$ cat src/rtl/mid_pkg.sv
// ============================================================================
// mid_pkg
// Shared types, codes and the opcode mask/compare table of the minicomputer
// instruction decoder.
// ============================================================================
package mid_pkg;

    localparam int ENTRY_COUNT = 41;
    localparam int HIT_W       = 6;

    localparam logic [3:0] FM_INVALID = 4'd0;
    localparam logic [3:0] FM_NONE    = 4'd1;
    localparam logic [3:0] FM_ONEACC  = 4'd2;
    localparam logic [3:0] FM_EA      = 4'd3;
    localparam logic [3:0] FM_ACCEA   = 4'd4;
    localparam logic [3:0] FM_IO      = 4'd5;
    localparam logic [3:0] FM_ALU     = 4'd6;
    localparam logic [3:0] FM_MAP     = 4'd7;
    localparam logic [3:0] FM_IOT     = 4'd8;
    localparam logic [3:0] FM_TRAP    = 4'd9;

    localparam logic [5:0] FL_NONE = 6'h00;
    localparam logic [5:0] FL_CODE = 6'h01;
    localparam logic [5:0] FL_END  = 6'h02;
    localparam logic [5:0] FL_SKIP = 6'h04;
    localparam logic [5:0] FL_IND  = 6'h08;
    localparam logic [5:0] FL_REF  = 6'h10;
    localparam logic [5:0] FL_RIP  = 6'h20;

    localparam logic [1:0] IDX_ZERO  = 2'd0;
    localparam logic [1:0] IDX_PCREL = 2'd1;

    localparam logic [2:0] SKIP_NONE = 3'd0;
    localparam logic [2:0] SKIP_SKP  = 3'd1;

    localparam logic [15:0] FILL_ZERO = 16'h0000;
    localparam logic [15:0] FILL_ONES = 16'hFFFF;

    localparam logic [15:0] MASK_TBL [ENTRY_COUNT] = '{
        16'hF800, 16'hF800, 16'hF800, 16'hF800, 16'hE000, 16'hE000,
        16'hFFFF, 16'hE7FF, 16'hE7FF, 16'hFFFF, 16'hE7FF, 16'hE7FF,
        16'hE7FF, 16'hFFFF, 16'hFFFF, 16'hFFFF, 16'hFFFF, 16'hFF00,
        16'hFF00, 16'hFF00, 16'hFF00, 16'hE700, 16'hE700, 16'hE7FF,
        16'hE7FF, 16'hE73F, 16'hE700, 16'hE73F, 16'hE700, 16'hE700,
        16'hE73F, 16'hE700, 16'h800F, 16'h8700, 16'h8700, 16'h8700,
        16'h8700, 16'h8700, 16'h8700, 16'h8700, 16'h8700
    };

    localparam logic [15:0] MATCH_TBL [ENTRY_COUNT] = '{
        16'h0000, 16'h0800, 16'h1000, 16'h1800, 16'h2000, 16'h4000,
        16'h607F, 16'h6001, 16'h6081, 16'h60BF, 16'h60FF, 16'h6201,
        16'h6281, 16'h6501, 16'h6581, 16'h7641, 16'h76C1, 16'h6000,
        16'h6700, 16'h6A00, 16'h7200, 16'h6100, 16'h6200, 16'h6301,
        16'h6381, 16'h633F, 16'h6300, 16'h643F, 16'h6400, 16'h6500,
        16'h663F, 16'h6600, 16'h8008, 16'h8000, 16'h8100, 16'h8200,
        16'h8300, 16'h8400, 16'h8500, 16'h8600, 16'h8700
    };

    localparam logic [3:0] FORM_TBL [ENTRY_COUNT] = '{
        FM_EA,     FM_EA,     FM_EA,     FM_EA,     FM_ACCEA,  FM_ACCEA,
        FM_NONE,   FM_ONEACC, FM_ONEACC, FM_NONE,   FM_MAP,    FM_ONEACC,
        FM_ONEACC, FM_NONE,   FM_NONE,   FM_NONE,   FM_NONE,   FM_IO,
        FM_IOT,    FM_IO,     FM_IO,     FM_IO,     FM_IO,     FM_ONEACC,
        FM_ONEACC, FM_IO,     FM_IO,     FM_IO,     FM_IO,     FM_IO,
        FM_IO,     FM_IO,     FM_TRAP,   FM_ALU,    FM_ALU,    FM_ALU,
        FM_ALU,    FM_ALU,    FM_ALU,    FM_ALU,    FM_ALU
    };

    localparam logic [5:0] FLAG_TBL [ENTRY_COUNT] = '{
        FL_REF | FL_CODE | FL_END, FL_REF | FL_CODE, FL_SKIP, FL_SKIP,
        FL_NONE, FL_NONE, FL_NONE, FL_NONE, FL_NONE, FL_NONE, FL_NONE,
        FL_NONE, FL_NONE, FL_NONE, FL_END,  FL_NONE, FL_NONE, FL_NONE,
        FL_SKIP, FL_NONE, FL_NONE, FL_NONE, FL_NONE, FL_NONE, FL_NONE,
        FL_NONE, FL_NONE, FL_NONE, FL_NONE, FL_NONE, FL_NONE, FL_NONE,
        FL_NONE, FL_NONE, FL_NONE, FL_NONE, FL_NONE, FL_NONE, FL_NONE,
        FL_NONE, FL_NONE
    };

    typedef struct packed {
        logic              valid_res;
        logic [5:0]        mnemonic;
        logic [3:0]        form;
        logic [1:0]        acc_source;
        logic [1:0]        acc_dest;
        logic [1:0]        index_mode;
        logic signed [7:0] displacement;
        logic [14:0]       target;
        logic [5:0]        device;
        logic [6:0]        modifiers;
        logic [2:0]        skip_cond;
        logic [5:0]        flow_flags;
    } res_t;

endpackage

$ cat src/rtl/minicomputer_instruction_decoder_core.sv
// ============================================================================
// minicomputer_instruction_decoder_core
// Decodes one 16-bit minicomputer instruction word per transaction into
// mnemonic, form, operand fields and flow flags.
//
//   channel | direction | handshake           | payload
//   --------+-----------+---------------------+-------------------------------
//   in      | input     | in_valid / in_stall | instr_word .. byte_addr
//   out     | output    | out_valid/out_stall | valid_res .. flow_flags
//
// One transaction per cycle while out is not stalled; the path runs input register,
// table match and field extraction, result register.
// Reset clears both valid flags; payload registers are not reset.
// A stall on out holds the result register; the input register still fills,
// and in_stall rises only when both stages hold a transaction.
// ============================================================================
module minicomputer_instruction_decoder_core
    import mid_pkg::*;
(
    input  logic              clk,
    input  logic              rst_n,
    input  logic              in_valid,
    output logic              in_stall,
    input  logic [15:0]       instr_word,
    input  logic [15:0]       following_word,
    input  logic [15:0]       byte_addr,
    output logic              out_valid,
    input  logic              out_stall,
    output logic              valid_res,
    output logic [5:0]        mnemonic,
    output logic [3:0]        form,
    output logic [1:0]        acc_source,
    output logic [1:0]        acc_dest,
    output logic [1:0]        index_mode,
    output logic signed [7:0] displacement,
    output logic [14:0]       target,
    output logic [5:0]        device,
    output logic [6:0]        modifiers,
    output logic [2:0]        skip_cond,
    output logic [5:0]        flow_flags
);

    logic             s1_valid_reg;
    logic             s1_valid_next;
    logic [15:0]      s1_word_reg;
    logic [15:0]      s1_follow_reg;
    logic [15:0]      s1_addr_reg;
    logic             s2_valid_reg;
    logic             s2_valid_next;
    res_t             s2_res_reg;
    logic [HIT_W-1:0] hit;
    res_t             dec_res;
    logic             s2_load;
    logic             s1_load;

    assign s2_load  = s1_valid_reg && (!s2_valid_reg || !out_stall);
    assign in_stall = s1_valid_reg && !s2_load;
    assign s1_load  = in_valid && !in_stall;

    assign s1_valid_next = s1_load || (s1_valid_reg && !s2_load);
    assign s2_valid_next = s2_load || (s2_valid_reg && out_stall);

    always_ff @(posedge clk or negedge rst_n)
    begin
        if (!rst_n)
        begin
            s1_valid_reg <= 1'b0;
            s2_valid_reg <= 1'b0;
        end
        else
        begin
            s1_valid_reg <= s1_valid_next;
            s2_valid_reg <= s2_valid_next;
        end
    end

    always_ff @(posedge clk)
    begin
        if (s1_load)
        begin
            s1_word_reg   <= instr_word;
            s1_follow_reg <= following_word;
            s1_addr_reg   <= byte_addr;
        end
        if (s2_load)
        begin
            s2_res_reg <= dec_res;
        end
    end

    mid_match u_match
    (
        .word (s1_word_reg),
        .hit  (hit)
    );

    mid_fields u_fields
    (
        .word      (s1_word_reg),
        .next_word (s1_follow_reg),
        .addr      (s1_addr_reg),
        .hit       (hit),
        .res       (dec_res)
    );

    assign out_valid    = s2_valid_reg;
    assign valid_res    = s2_res_reg.valid_res;
    assign mnemonic     = s2_res_reg.mnemonic;
    assign form         = s2_res_reg.form;
    assign acc_source   = s2_res_reg.acc_source;
    assign acc_dest     = s2_res_reg.acc_dest;
    assign index_mode   = s2_res_reg.index_mode;
    assign displacement = s2_res_reg.displacement;
    assign target       = s2_res_reg.target;
    assign device       = s2_res_reg.device;
    assign modifiers    = s2_res_reg.modifiers;
    assign skip_cond    = s2_res_reg.skip_cond;
    assign flow_flags   = s2_res_reg.flow_flags;

`ifndef SYNTH
    a_stall_needs_full: assert property (@(posedge clk) disable iff (!rst_n)
        in_stall |-> (s1_valid_reg && s2_valid_reg && out_stall))
        else $error("in_stall raised with a free stage");

    a_load_shows: assert property (@(posedge clk) disable iff (!rst_n)
        s2_load |=> out_valid)
        else $error("loaded result not presented");

    a_mnem_valid: assert property (@(posedge clk) disable iff (!rst_n)
        out_valid |-> ((mnemonic != 6'd0) == valid_res) && ((form != FM_INVALID) == valid_res))
        else $error("mnemonic or form disagrees with valid_res");

    a_trap_fields: assert property (@(posedge clk) disable iff (!rst_n)
        (out_valid && (form == FM_TRAP)) |-> (skip_cond == SKIP_NONE && index_mode == 2'd0
            && device == 6'd0))
        else $error("trap result carries foreign fields");
`endif

endmodule

$ cat src/rtl/mid_match.sv
// ============================================================================
// mid_match
// Priority match of one instruction word against the opcode table; returns
// the one-based number of the first matching entry, zero when none matches.
// ============================================================================
module mid_match
    import mid_pkg::*;
(
    input  logic [15:0]      word,
    output logic [HIT_W-1:0] hit
);

    always_comb
    begin
        hit = '0;
        for (int i = ENTRY_COUNT - 1; i >= 0; i--)
        begin
            if ((word & MASK_TBL[i]) == MATCH_TBL[i])
            begin
                hit = HIT_W'(i + 1);
            end
        end
    end

endmodule

$ cat src/rtl/mid_fields.sv
// ============================================================================
// mid_fields
// Operand field extraction by instruction form, target address and flow
// flags, including the rip-stop check on repeated fill words.
// ============================================================================
module mid_fields
    import mid_pkg::*;
(
    input  logic [15:0]      word,
    input  logic [15:0]      next_word,
    input  logic [15:0]      addr,
    input  logic [HIT_W-1:0] hit,
    output res_t             res
);

    logic [HIT_W-1:0] entry;
    logic [5:0]       fl;
    logic             ok;
    logic             rip;

    assign entry = hit - HIT_W'(1);
    assign ok    = (hit != '0) && !addr[0];
    assign rip   = ((word == FILL_ZERO) || (word == FILL_ONES)) && (next_word == word);

    always_comb
    begin
        res = '0;
        fl  = FL_NONE;
        if (ok)
        begin
            res.valid_res = 1'b1;
            res.mnemonic  = hit;
            res.form      = FORM_TBL[entry];
            fl            = FLAG_TBL[entry];
            case (res.form)
                FM_ONEACC, FM_MAP:
                begin
                    res.acc_dest = word[12:11];
                end
                FM_EA, FM_ACCEA:
                begin
                    if (res.form == FM_ACCEA)
                    begin
                        res.acc_dest = word[12:11];
                    end
                    if (word[10])
                    begin
                        fl = fl | FL_IND;
                    end
                    res.index_mode   = word[9:8];
                    res.displacement = word[7:0];
                    if (word[9:8] == IDX_ZERO)
                    begin
                        res.target = {7'd0, word[7:0]};
                        fl         = fl | FL_REF;
                    end
                    else if (word[9:8] == IDX_PCREL)
                    begin
                        res.target = addr[15:1] + {{7{word[7]}}, word[7:0]};
                        fl         = fl | FL_REF;
                    end
                end
                FM_IO:
                begin
                    res.acc_dest  = word[12:11];
                    res.device    = word[5:0];
                    res.modifiers = {5'd0, word[7:6]};
                end
                FM_IOT:
                begin
                    res.device    = word[5:0];
                    res.modifiers = {5'd0, word[7:6]};
                end
                FM_ALU:
                begin
                    res.acc_source = word[14:13];
                    res.acc_dest   = word[12:11];
                    res.modifiers  = {2'd0, word[3], word[7:6], word[5:4]};
                    res.skip_cond  = word[2:0];
                    if (word[2:0] != SKIP_NONE)
                    begin
                        fl = fl | FL_SKIP;
                    end
                    if (word[2:0] == SKIP_SKP)
                    begin
                        fl = fl | FL_END;
                    end
                end
                FM_TRAP:
                begin
                    res.acc_source = word[14:13];
                    res.acc_dest   = word[12:11];
                    res.modifiers  = word[10:4];
                end
                default:
                begin
                end
            endcase
        end
        if (rip)
        begin
            fl = fl | FL_RIP;
        end
        res.flow_flags = fl;
    end

endmodule

$ cat config.mk
export PLATFORM = sky130hd
export DESIGN_NAME = minicomputer_instruction_decoder_core
export DESIGN_NICKNAME = d
export VERILOG_FILES = /design/src/rtl/mid_pkg.sv /design/src/rtl/minicomputer_instruction_decoder_core.sv /design/src/rtl/mid_match.sv /design/src/rtl/mid_fields.sv
export SDC_FILE = /design/constraint.sdc
export NUM_CORES = 1
export LEC_CHECK = 0
export BUFFER_PORTS_ARGS = -buffer_cell sky130_fd_sc_hd__buf_4
export CORE_MARGIN = 1
export CORE_UTILIZATION = 40
export CTS_BUF_LIST = sky130_fd_sc_hd__clkbuf_8
export DETAILED_ROUTE_END_ITERATION = 7
export PLACE_DENSITY = 0.68
export SLEW_MARGIN = 25
export SYNTH_ARGS = -nofsm -noshare
export SYNTH_HDL_FRONTEND = slang
export SYNTH_SLANG_ARGS = --single-unit
$ cat constraint.sdc
create_clock -name clk -period 11.1 [get_ports clk]
set_clock_uncertainty 0.15 [all_clocks]
set_input_delay 1.11 -clock clk [delete_from_list [all_inputs] [get_ports clk]]
set_output_delay 1.11 -clock clk [all_outputs]
set_load 0.03 [all_outputs]
==> results.json, run 1 <==
{
  "status": "finished with violations",
  "timing.final.crit_share_pct": 50.77,
  "worst_slew_pin_slew_ns": 0.8389,
  "top_level_ports": 116,
  "synth_common_cells": "edfxtp_1 (110), nor2_1 (41), nand2_1 (25), a21oi_1 (22), and2_1 (20)",
  "power_mw": 1.028,
  "fp.dieH_um": 125.3,
  "multi_input_area_um2": 2516,
  "grt_usage_pct": 19.04,
  "cts_tree": "done",
  "critPathTopFamily": "simple AND/OR/NAND/NOR gates",
  "synth.top_cell.area_share_pct": 54.33,
  "initialDrtViolationCount": 377,
  "syn_nets": 590,
  "clock_path_buffers": 2,
  "drtPass1Iterations": 8,
  "vias_per_cell": 5.608,
  "diodes": 0,
  "routedWlPerCell_um": 18.09,
  "place_congestion": 0.8900,
  "ir_drop_v": 0.0001093,
  "cts_root_buf": "clkbuf_8",
  "required_ns": 11.17,
  "slew_headroom_pct": 44.07,
  "grt_pass1_vias": 4471,
  "worstPathArrival_ns": 5.70,
  "stdcell_count": 807,
  "fp.dieW_um": 125.3,
  "tns_ns": 0,
  "dp.cells": 792,
  "rows": 44,
  "start_util_pct": 41.36,
  "vias": 4526,
  "synth_warnings": 0,
  "clock_sinks": 112,
  "cts.repair.resized": 0,
  "report.final.slew_viol_count": 0,
  "hold_viol": 0,
  "clk_latency_ns": 0.39,
  "hold_path_class": "in2async",
  "dpl_worst_slack_ns": 5.573,
  "synthCells": 519,
  "area_growth_syn_to_layout_pct": 19.26,
  "violations": "DRC",
  "drc": 12,
  "clk_pin_slew_ns": 0.10,
  "dieArea_um2": 15700,
  "port_buffers": 115,
  "antenna_found_initial": 0,
  "worstSetupPathType": "reg2reg",
  "nets": 690,
  "cp.buffers_inverters": 1,
  "yosysSeqAreaShare_pct": 55.16,
  "synth-seq-cells": 112,
  "ys_top_cells_by_area": "edfxtp_1 (54%), ha_1 (3.7%), xor2_1 (2.7%), nor2_1 (2.5%), xnor2_1 (2.3%)",
  "synth.distinct_cells": 82,
  "async_flop_share_pct": 1.786,
  "worst-path-max-fanout": 14,
  "grt_pass1_wl_um": 23150,
  "max_stage_delay_ns": 0.72,
  "cp_slowest_cell": "nor3b_1",
  "core_area_um2": 14700,
  "worst_slack_ns": 5.465,
  "filler_cell_count": 1300,
  "overflow": 0,
  "synth.avg_cell_area_um2": 11.71,
  "post_cts_buffers": 0,
  "yosys.area.top_type": "edfxtp_1",
  "holdWs_ns": 0.3400,
  "p_per_area_nw_per_um2": 141.7,
  "synth_most_common_cell": "edfxtp_1",
  "setup_viol_count_final": 0,
  "synth_edf_count": 110,
  "cts_max_level": 3,
  "ant_nets": 0,
  "p_leak_nw": 2.802,
  "rsz0062_at_grt": "no",
  "crit_path_end_kind": "flip-flop",
  "cp_cell_sequence": "nor3b_1, nand2_1, or3_1, a21oi_4, ha_1, inv_1, nor3_1, and2_1, xnor2_1, o21ai_0, o311a_1, nor4_2, o21a_1, nor4bb_1",
  "fmax_ghz": 0.1775,
  "hold_buffers": 0,
  "finalWirelength_um": 14600,
  "period_minus_slack_ns": 5.635,
  "numCtsBuffers": 9,
  "dpl.hpwl_um": 10710,
  "grt_max_degree": 63,
  "cap_violations": 0,
  "drive_gt1_share_pct": 25.36,
  "startpoint_type": "flip-flop",
  "register_area_um2": 3353,
  "netlist_area_um2": 6080,
  "synth_flop_cell": "edfxtp_1"
}
## routing by layer
layer / share of wire (%) / track usage [%]
met1: 43 / 23.40
met2: 48 / 31.88
met5: 0 / 0
met4: 2.5 / 8.321
met3: 6.2 / 4.664
## worst register-to-register path, stage by stage (launching register included)
cell and delay (ns):
edfxtp_1 0.57, nor3b_1 0.72, nand2_1 0.30, or3_1 0.47, a21oi_4 0.38, ha_1 0.37, inv_1 0.14, nor3_1 0.29
and2_1 0.27, xnor2_1 0.22, o21ai_0 0.14, o311a_1 0.39, nor4_2 0.40, o21a_1 0.41, nor4bb_1 0.26
## cell usage in the layout (no fill, tap or decap), types with 12 or more instances in the layout
cell type  instances
buf_4            118
edfxtp_1         110
nor2_1            41
nand2_1           25
a21oi_1           22
inv_1             19
and2_1            19
xor2_1            19
ha_1              18
xnor2_1           16
nor3_1            15
nand3_1           14
o21ai_0           13
nor4_1            12
and3_1            12
## worst paths after layout
| path | start | to | slack [ns] | cells after the start |
|---|---|---|---|---|
| setup / recovery | s1_word_reg[1] | target[12] | 5.46 | 14 |
| hold / removal | rst_n | out_valid | 0.34 | 1 |
| setup reg to reg | s1_word_reg[1] | target[12] | 5.46 | 14 |
| hold reg to reg | s1_valid_reg | out_valid | 0.35 | 1 |
| max in group asynchronous | rst_n | s1_valid_reg | 10.37 | 1 |
| min in group clk | s1_valid_reg | out_valid | 0.35 | 1 |
## power breakdown
part           internal, mW  switching [mW]  total, mW  leakage, nW
clock                 0.102           0.134      0.236       0.0945
sequential            0.505          0.0240      0.529         1.11
combinational        0.0991           0.163      0.262         1.60
total                 0.707           0.321       1.03         2.80
## kinds of logic after synthesis
family	count (synthesis)	synth area share [%]
simple gates	192	18.09
flops	112	55.16
compound gates	105	12.95
buf+inv	50	3.745
xor+xnor	35	5.042
fa+ha+maj	19	4.034
mux	6	0.9879
## metrics by stage
stage / cell area [um^2] / utilization [%]
6_report: 7251 / 49.33
5_1_grt: 7251 / 49.33
4_1_cts: 7249 / 49.32
3_5_place_dp: 7066 / 48.07
3_3_place_gp: 7062 / 48.04
2_1_floorplan: 6080 / -
## final cells by class
| cell class | count | share of cell area [%] |
|---|---|---|
| multi-input cells | 357 | 34.70 |
| clock inverters | 6 | 0.8283 |
| flip-flops and latches | 112 | 46.25 |
| well taps | 184 | 3.175 |
| repair buffers | 118 | 12.22 |
| inverters | 21 | 1.122 |
| clock buffers | 9 | 1.708 |
(Power assumes the default switching activity.)
==> inputs of run 2 (changes only) <==
- PLACE_DENSITY: 0.68 -> 0.7
- clock period: 11.1 -> 4.6 ns (I/O delays scaled with it)
==> run 2 against run 1 <==
  * The flow still finishes with violations (DRC)
  * Sequential share of layout area down 2.3 points
  * Die area is the same
  * First-iteration DRC count up 16%
  * Final cell count is 5.3% higher
  * Register-to-register slack got worse by 5.2 ns
  * Clock power rose by 120%
  * Cell area rose by 5.2%
  * Critical path depth rose by 2
  * Largest cell class unchanged
  * Global-route usage increased by 0.47 points
  * Fmax rose by 29%
  * Worst hold slack got worse by 0.25 ns
  * Clock-buffer cell count unchanged
  * Highest routed layer unchanged
==> results.json, run 2 (synthesis results as in run 1) <==
{
  "violations": "DRC",
  "switching_share_pct": 31.76,
  "cts_root_buf": "clkbuf_8",
  "area_growth_syn_to_layout_pct": 25.50,
  "drc": 9,
  "worst_slack_ns": 0.2420,
  "grt_pass1_vias": 4501,
  "cap_violations": 0,
  "p_seq_share_pct": 50.6,
  "finalWirelength_um": 14810,
  "startpoint_type": "flip-flop",
  "clk_latency_ns": 0.39,
  "status": "finished with violations",
  "drtPass1Iterations": 7,
  "worst_slew_pin_slew_ns": 0.9792,
  "hold_path_class": "in2reg",
  "period_minus_slack_ns": 4.358,
  "tns_ns": 0,
  "dpl.hpwl_um": 11310,
  "place_congestion": 0.8942,
  "holdWs_ns": 0.08904,
  "crit_path_end_kind": "flip-flop",
  "diodes": 0,
  "layout_common_cells": "buf_4 (157), edfxtp_1 (110), nor2_1 (40), nand2_1 (24), a21oi_1 (22)",
  "worst-path-max-fanout": 7,
  "fmax_ghz": 0.2295,
  "cp_cell_sequence": "or4_4, o31ai_2, nand3_1, a211o_1, a21oi_4, ha_4, inv_1, buf_4, xnor2_1, buf_4, a211oi_1, o311a_1, nor2b_1, and3b_1, o21a_2, a22o_1",
  "grt_pass1_wl_um": 23750,
  "p_switching_mw": 0.7902,
  "cts_max_level": 3,
  "dieArea_um2": 15700,
  "core_area_um2": 14700,
  "vias_per_cell": 5.522,
  "antenna_found_initial": 0,
  "rows": 44,
  "ir_drop_v": 0.0001871,
  "port_buffers": 115,
  "p_per_area_nw_per_um2": 326.1,
  "required_ns": 4.60,
  "initialDrtViolationCount": 436,
  "clock_sinks": 112,
  "p_int_mw": 1.698,
  "clock_path_buffers": 2,
  "final_cell_area_um2": 7630,
  "regToRegStartpoint": "s1_word_reg[6]",
  "crit_start": "s1_word_reg[6]",
  "max_stage_delay_ns": 0.58,
  "fp.dieW_um": 125.3,
  "p_leak_nw": 3.016,
  "p_comb_share_pct": 28.6,
  "overflow": 0,
  "cts_tree": "done",
  "timing.final.crit_share_pct": 94.74,
  "cp_slowest_cell": "or4_4",
  "r2r_slack_ns": 0.24,
  "clk_pin_slew_ns": 0.11,
  "nets": 732,
  "filler_cell_count": 1318,
  "start_util_pct": 41.36,
  "top_level_ports": 116,
  "pwr-share-clk_pct": 20.8,
  "final_common_cell": "buf_4",
  "fp.dieH_um": 125.3,
  "worstSetupPathType": "reg2reg",
  "place_area_um2": 7370,
  "drive_gt1_share_pct": 31.08,
  "grt_max_degree": 49,
  "dpl_worst_slack_ns": 0.08705,
  "ant_nets": 0,
  "report.final.slew_viol_count": 0,
  "worstPathArrival_ns": 4.36,
  "slew_headroom_pct": 34.56,
  "path_common_cell": "buf_4",
  "hold_viol": 0,
  "routedWlPerCell_um": 17.43,
  "vias": 4694,
  "numCtsBuffers": 9,
  "setup_viol_count_final": 0,
  "min_from": "byte_addr[1]",
  "grt_usage_pct": 19.51
}
==> run 2: worst max-delay path: cells and delay by family (launching register included) <==
family	cells	cell delay, ns
fa+ha+maj	1	0.15
buf+inv	3	0.37
simple gates	4	1.05
xor+xnor	1	0.12
compound gates	7	1.79
flops	1	0.47
==> run 2: power groups by stage <==
stage	clock network [mW]	logic [mW]	registers, mW
6_report	0.519	0.712	1.26
3_3_place_gp	0	0.686	1.28
2_1_floorplan	0	0.359	1.37
3_5_place_dp	0	0.693	1.28
4_1_cts	0.535	0.695	1.26
5_1_grt	0.578	0.768	1.27
==> run 2: worst paths after layout <==
| kind | cells past startpoint | to |
|---|---|---|
| worst max-delay path | 16 | modifiers[0] |
| worst min-delay path | 1 | s1_addr_reg[1] |
| worst max register to register | 16 | modifiers[0] |
| worst min register to register | 1 | out_valid |
| max in group asynchronous | 2 | out_valid |
| min in group asynchronous | 2 | s1_valid_reg |
==> run 2: per-layer routing <==
metal / track usage (%) / vias to the layer above / part of all wire (%)
met5: 0 / - / 0
met4: 9.326 / 0 / 3.0
met3: 3.209 / 28 / 5.4
met2: 30.96 / 171 / 46
met1: 26.14 / 2250 / 45
li1: - / 2245 / -
==> run 2: stage by stage <==
stage                     cells  util, %  total power, mW
after floorplan             519        -            1.729
after global placement      828    50.14            1.967
after detailed placement    828    50.14            1.976
after CTS                   845    51.32            2.490
after global routing        850    51.91            2.612
final                       850    51.91            2.488
==> run 2: repair_timing <==
action / 4_1_cts / 5_1_grt
endpoints found under the hold margin: 2 / 0
endpoints found under the setup margin: 0 / 43
resized for setup: 0 / 11
buffers inserted: 0 / 5
hold buffers: 1 / 0
==> run 2: area by class of cell <==
type	instances	area [um^2]	area share, %
clock buffers	9	123.9	1.623
clock inverters	7	40.04	0.5248
well taps	184	230.2	3.017
repair buffers	160	1229	16.10
inverters	21	81.33	1.066
multi-input cells	357	2572	33.72
flip-flops and latches	112	3353	43.95
==> inputs of run 3 (changes only) <==
- clock period: 4.6 -> 3.5 ns (I/O delays scaled with it)
==> run 3 against run 2 <==
  * The flow finishes with violations (DRC, setup timing)
  * Sequential share of layout area decreased by 9.7 points
  * Power increased by 56%
  * Cell area increased by 28%
  * Die area unchanged
  * Clock power increased by 53%
  * Fmax increased by 4.0%
  * Worst hold slack got worse by 0.019 ns
  * Final cell count increased by 22%
  * First-iteration DRC count decreased by 17%
  * Sequential cell count unchanged
  * Critical path type unchanged
==> results.json, run 3 (synthesis results as in run 1) <==
{
  "timing.final.crit_share_pct": 119.7,
  "drtPass1Iterations": 8,
  "critPathTopFamily": "compound AO/OA/AOI/OAI gates",
  "vias": 5475,
  "cp_cell_sequence": "or4_4, o31ai_2, nand3_1, a211o_1, a21oi_4, buf_6, ha_1, xnor2_1, o21ai_0, a211o_4, a21boi_4, and3b_2, o21a_4, a22o_1",
  "status": "finished with violations",
  "route.met3.wl_um": 965,
  "register_area_um2": 3353,
  "violations": "DRC, setup timing",
  "worst-path-max-fanout": 6,
  "r2r_slack_ns": -0.69,
  "wl_met1_um": 7749,
  "dpl_worst_slack_ns": -0.8042,
  "cts_root_buf": "clkbuf_8",
  "holdWs_ns": 0.07052,
  "layout_common_cells": "buf_4 (271), edfxtp_1 (110), dlygate4sd3_1 (50), nor2_1 (34), buf_6 (23)",
  "fmax_ghz": 0.2386,
  "cp_slowest_cell": "or4_4",
  "initialDrtViolationCount": 363,
  "cap_violations": 0,
  "period_minus_slack_ns": 4.190,
  "grt_usage_pct": 23.42,
  "worstPathArrival_ns": 4.20,
  "filler_cell_count": 1058,
  "rows": 44,
  "p_per_area_nw_per_um2": 395.2,
  "finalWirelength_um": 18540,
  "cp.buffers_inverters": 1,
  "overflow": 0,
  "multi_input_area_um2": 3124,
  "grt_pass1_vias": 5640,
  "report.final.slew_viol_count": 0,
  "crit_path_end_kind": "flip-flop",
  "grt_max_degree": 63,
  "dieArea_um2": 15700,
  "port_buffers": 115,
  "required_ns": 3.51,
  "ant_nets": 0,
  "fp.dieH_um": 125.3,
  "final_cell_area_um2": 9801,
  "clock_sinks": 112,
  "antenna_found_initial": 0,
  "setup_viol_count_final": 53,
  "p_leak_nw": 4.009,
  "power_mw": 3.873,
  "hold_end": "out_valid",
  "worst_slack_ns": -0.6903,
  "place_congestion": 0.9331,
  "hold_path_class": "in2reg",
  "top_level_ports": 116,
  "min_from": "out_stall",
  "area_growth_syn_to_layout_pct": 61.21,
  "nets": 916,
  "cts_tree": "done",
  "final_common_cell": "buf_4",
  "worstSetupPathType": "reg2reg",
  "start_util_pct": 41.36,
  "rr_worst_depth": 14,
  "hold_viol": 0,
  "diodes": 0,
  "holdPathStages": 2,
  "place_area_um2": 8177,
  "clock_path_buffers": 2,
  "core_area_um2": 14700,
  "regToRegStartpoint": "s1_word_reg[3]",
  "slew_headroom_pct": 46.61,
  "dpl.hpwl_um": 12590,
  "rsz0062_at_grt": "yes",
  "routedWlPerCell_um": 17.93,
  "drc": 12,
  "startpoint_type": "flip-flop",
  "wl_met2_um": 9243,
  "max_stage_delay_ns": 0.57,
  "timing.rr.end": "modifiers[0]",
  "cts_max_level": 3,
  "vias_per_cell": 5.295,
  "fp.dieW_um": 125.3,
  "ir_drop_v": 0.0002206,
  "clk_pin_slew_ns": 0.11,
  "top_layer": "met4",
  "drive_gt1_share_pct": 50.24,
  "worst_slew_pin_slew_ns": 0.8009,
  "numCtsBuffers": 9,
  "clk_latency_ns": 0.39,
  "grt_pass1_wl_um": 28540
}
-- run 3: worst max path at each step --
stage	from	endpoint	slack, ns	cells past startpoint
after global routing	s1_word_reg[3]	target[12]	-0.88	15
after CTS	s1_word_reg[1]	modifiers[1]	-0.62	18
final	s1_word_reg[3]	modifiers[0]	-0.69	14
after global placement	s1_word_reg[15]	target[2]	-0.76	15
after floorplan	s1_word_reg[3]	modifiers[1]	-0.80	17
after detailed placement	s1_word_reg[6]	target[2]	-0.80	15
-- run 3: layer usage --
metal / vias up / track usage, %
li1: 2607 / -
met1: 2588 / 29.70
met2: 228 / 39.83
met3: 52 / 3.423
met4: 0 / 10.40
met5: - / 0
-- run 3: through the flow --
stage / utilization (%) / TNS (ns) / std cells
floorplan: - / -30.91 / 519
global placement: 55.63 / -33.48 / 933
detailed placement: 55.63 / -33.90 / 933
CTS: 64.34 / -27.07 / 1028
global route: 66.68 / -39.26 / 1034
finish: 66.68 / -30.65 / 1034
-- run 3: worst reg2reg max path: stages (launching register included) --
cell and delay [ns]:
edfxtp_1 0.48, or4_4 0.57, o31ai_2 0.19, nand3_1 0.10
a211o_1 0.29, a21oi_4 0.20, buf_6 0.17, ha_1 0.27
xnor2_1 0.18, o21ai_0 0.12, a211o_4 0.38, a21boi_4 0.19
and3b_2 0.28, o21a_4 0.23, a22o_1 0.17
-- run 3: where the power goes --
group          switching [mW]  total [mW]  leakage [nW]  internal [mW]
sequential             0.0465        1.65          1.11           1.60
clock                   0.458       0.796         0.105          0.339
combinational           0.754        1.43          2.80          0.675
-- run 3: area by class of cell --
type | count | share of cell area (%)
multi-input cells | 357 | 31.88
well taps | 184 | 2.349
inverters | 21 | 0.9958
clock inverters | 7 | 0.7915
repair buffers | 344 | 28.51
clock buffers | 9 | 1.264
flip-flops and latches | 112 | 34.21
-- run 3: what timing repair did --
action	CTS	global route
setup buffers	32	9
gates resized for setup	82	58
pin swaps	42	24
setup endpoints to repair	53	57
hold endpoints to repair	51	0
cloned	0	0
hold buffers	50	0
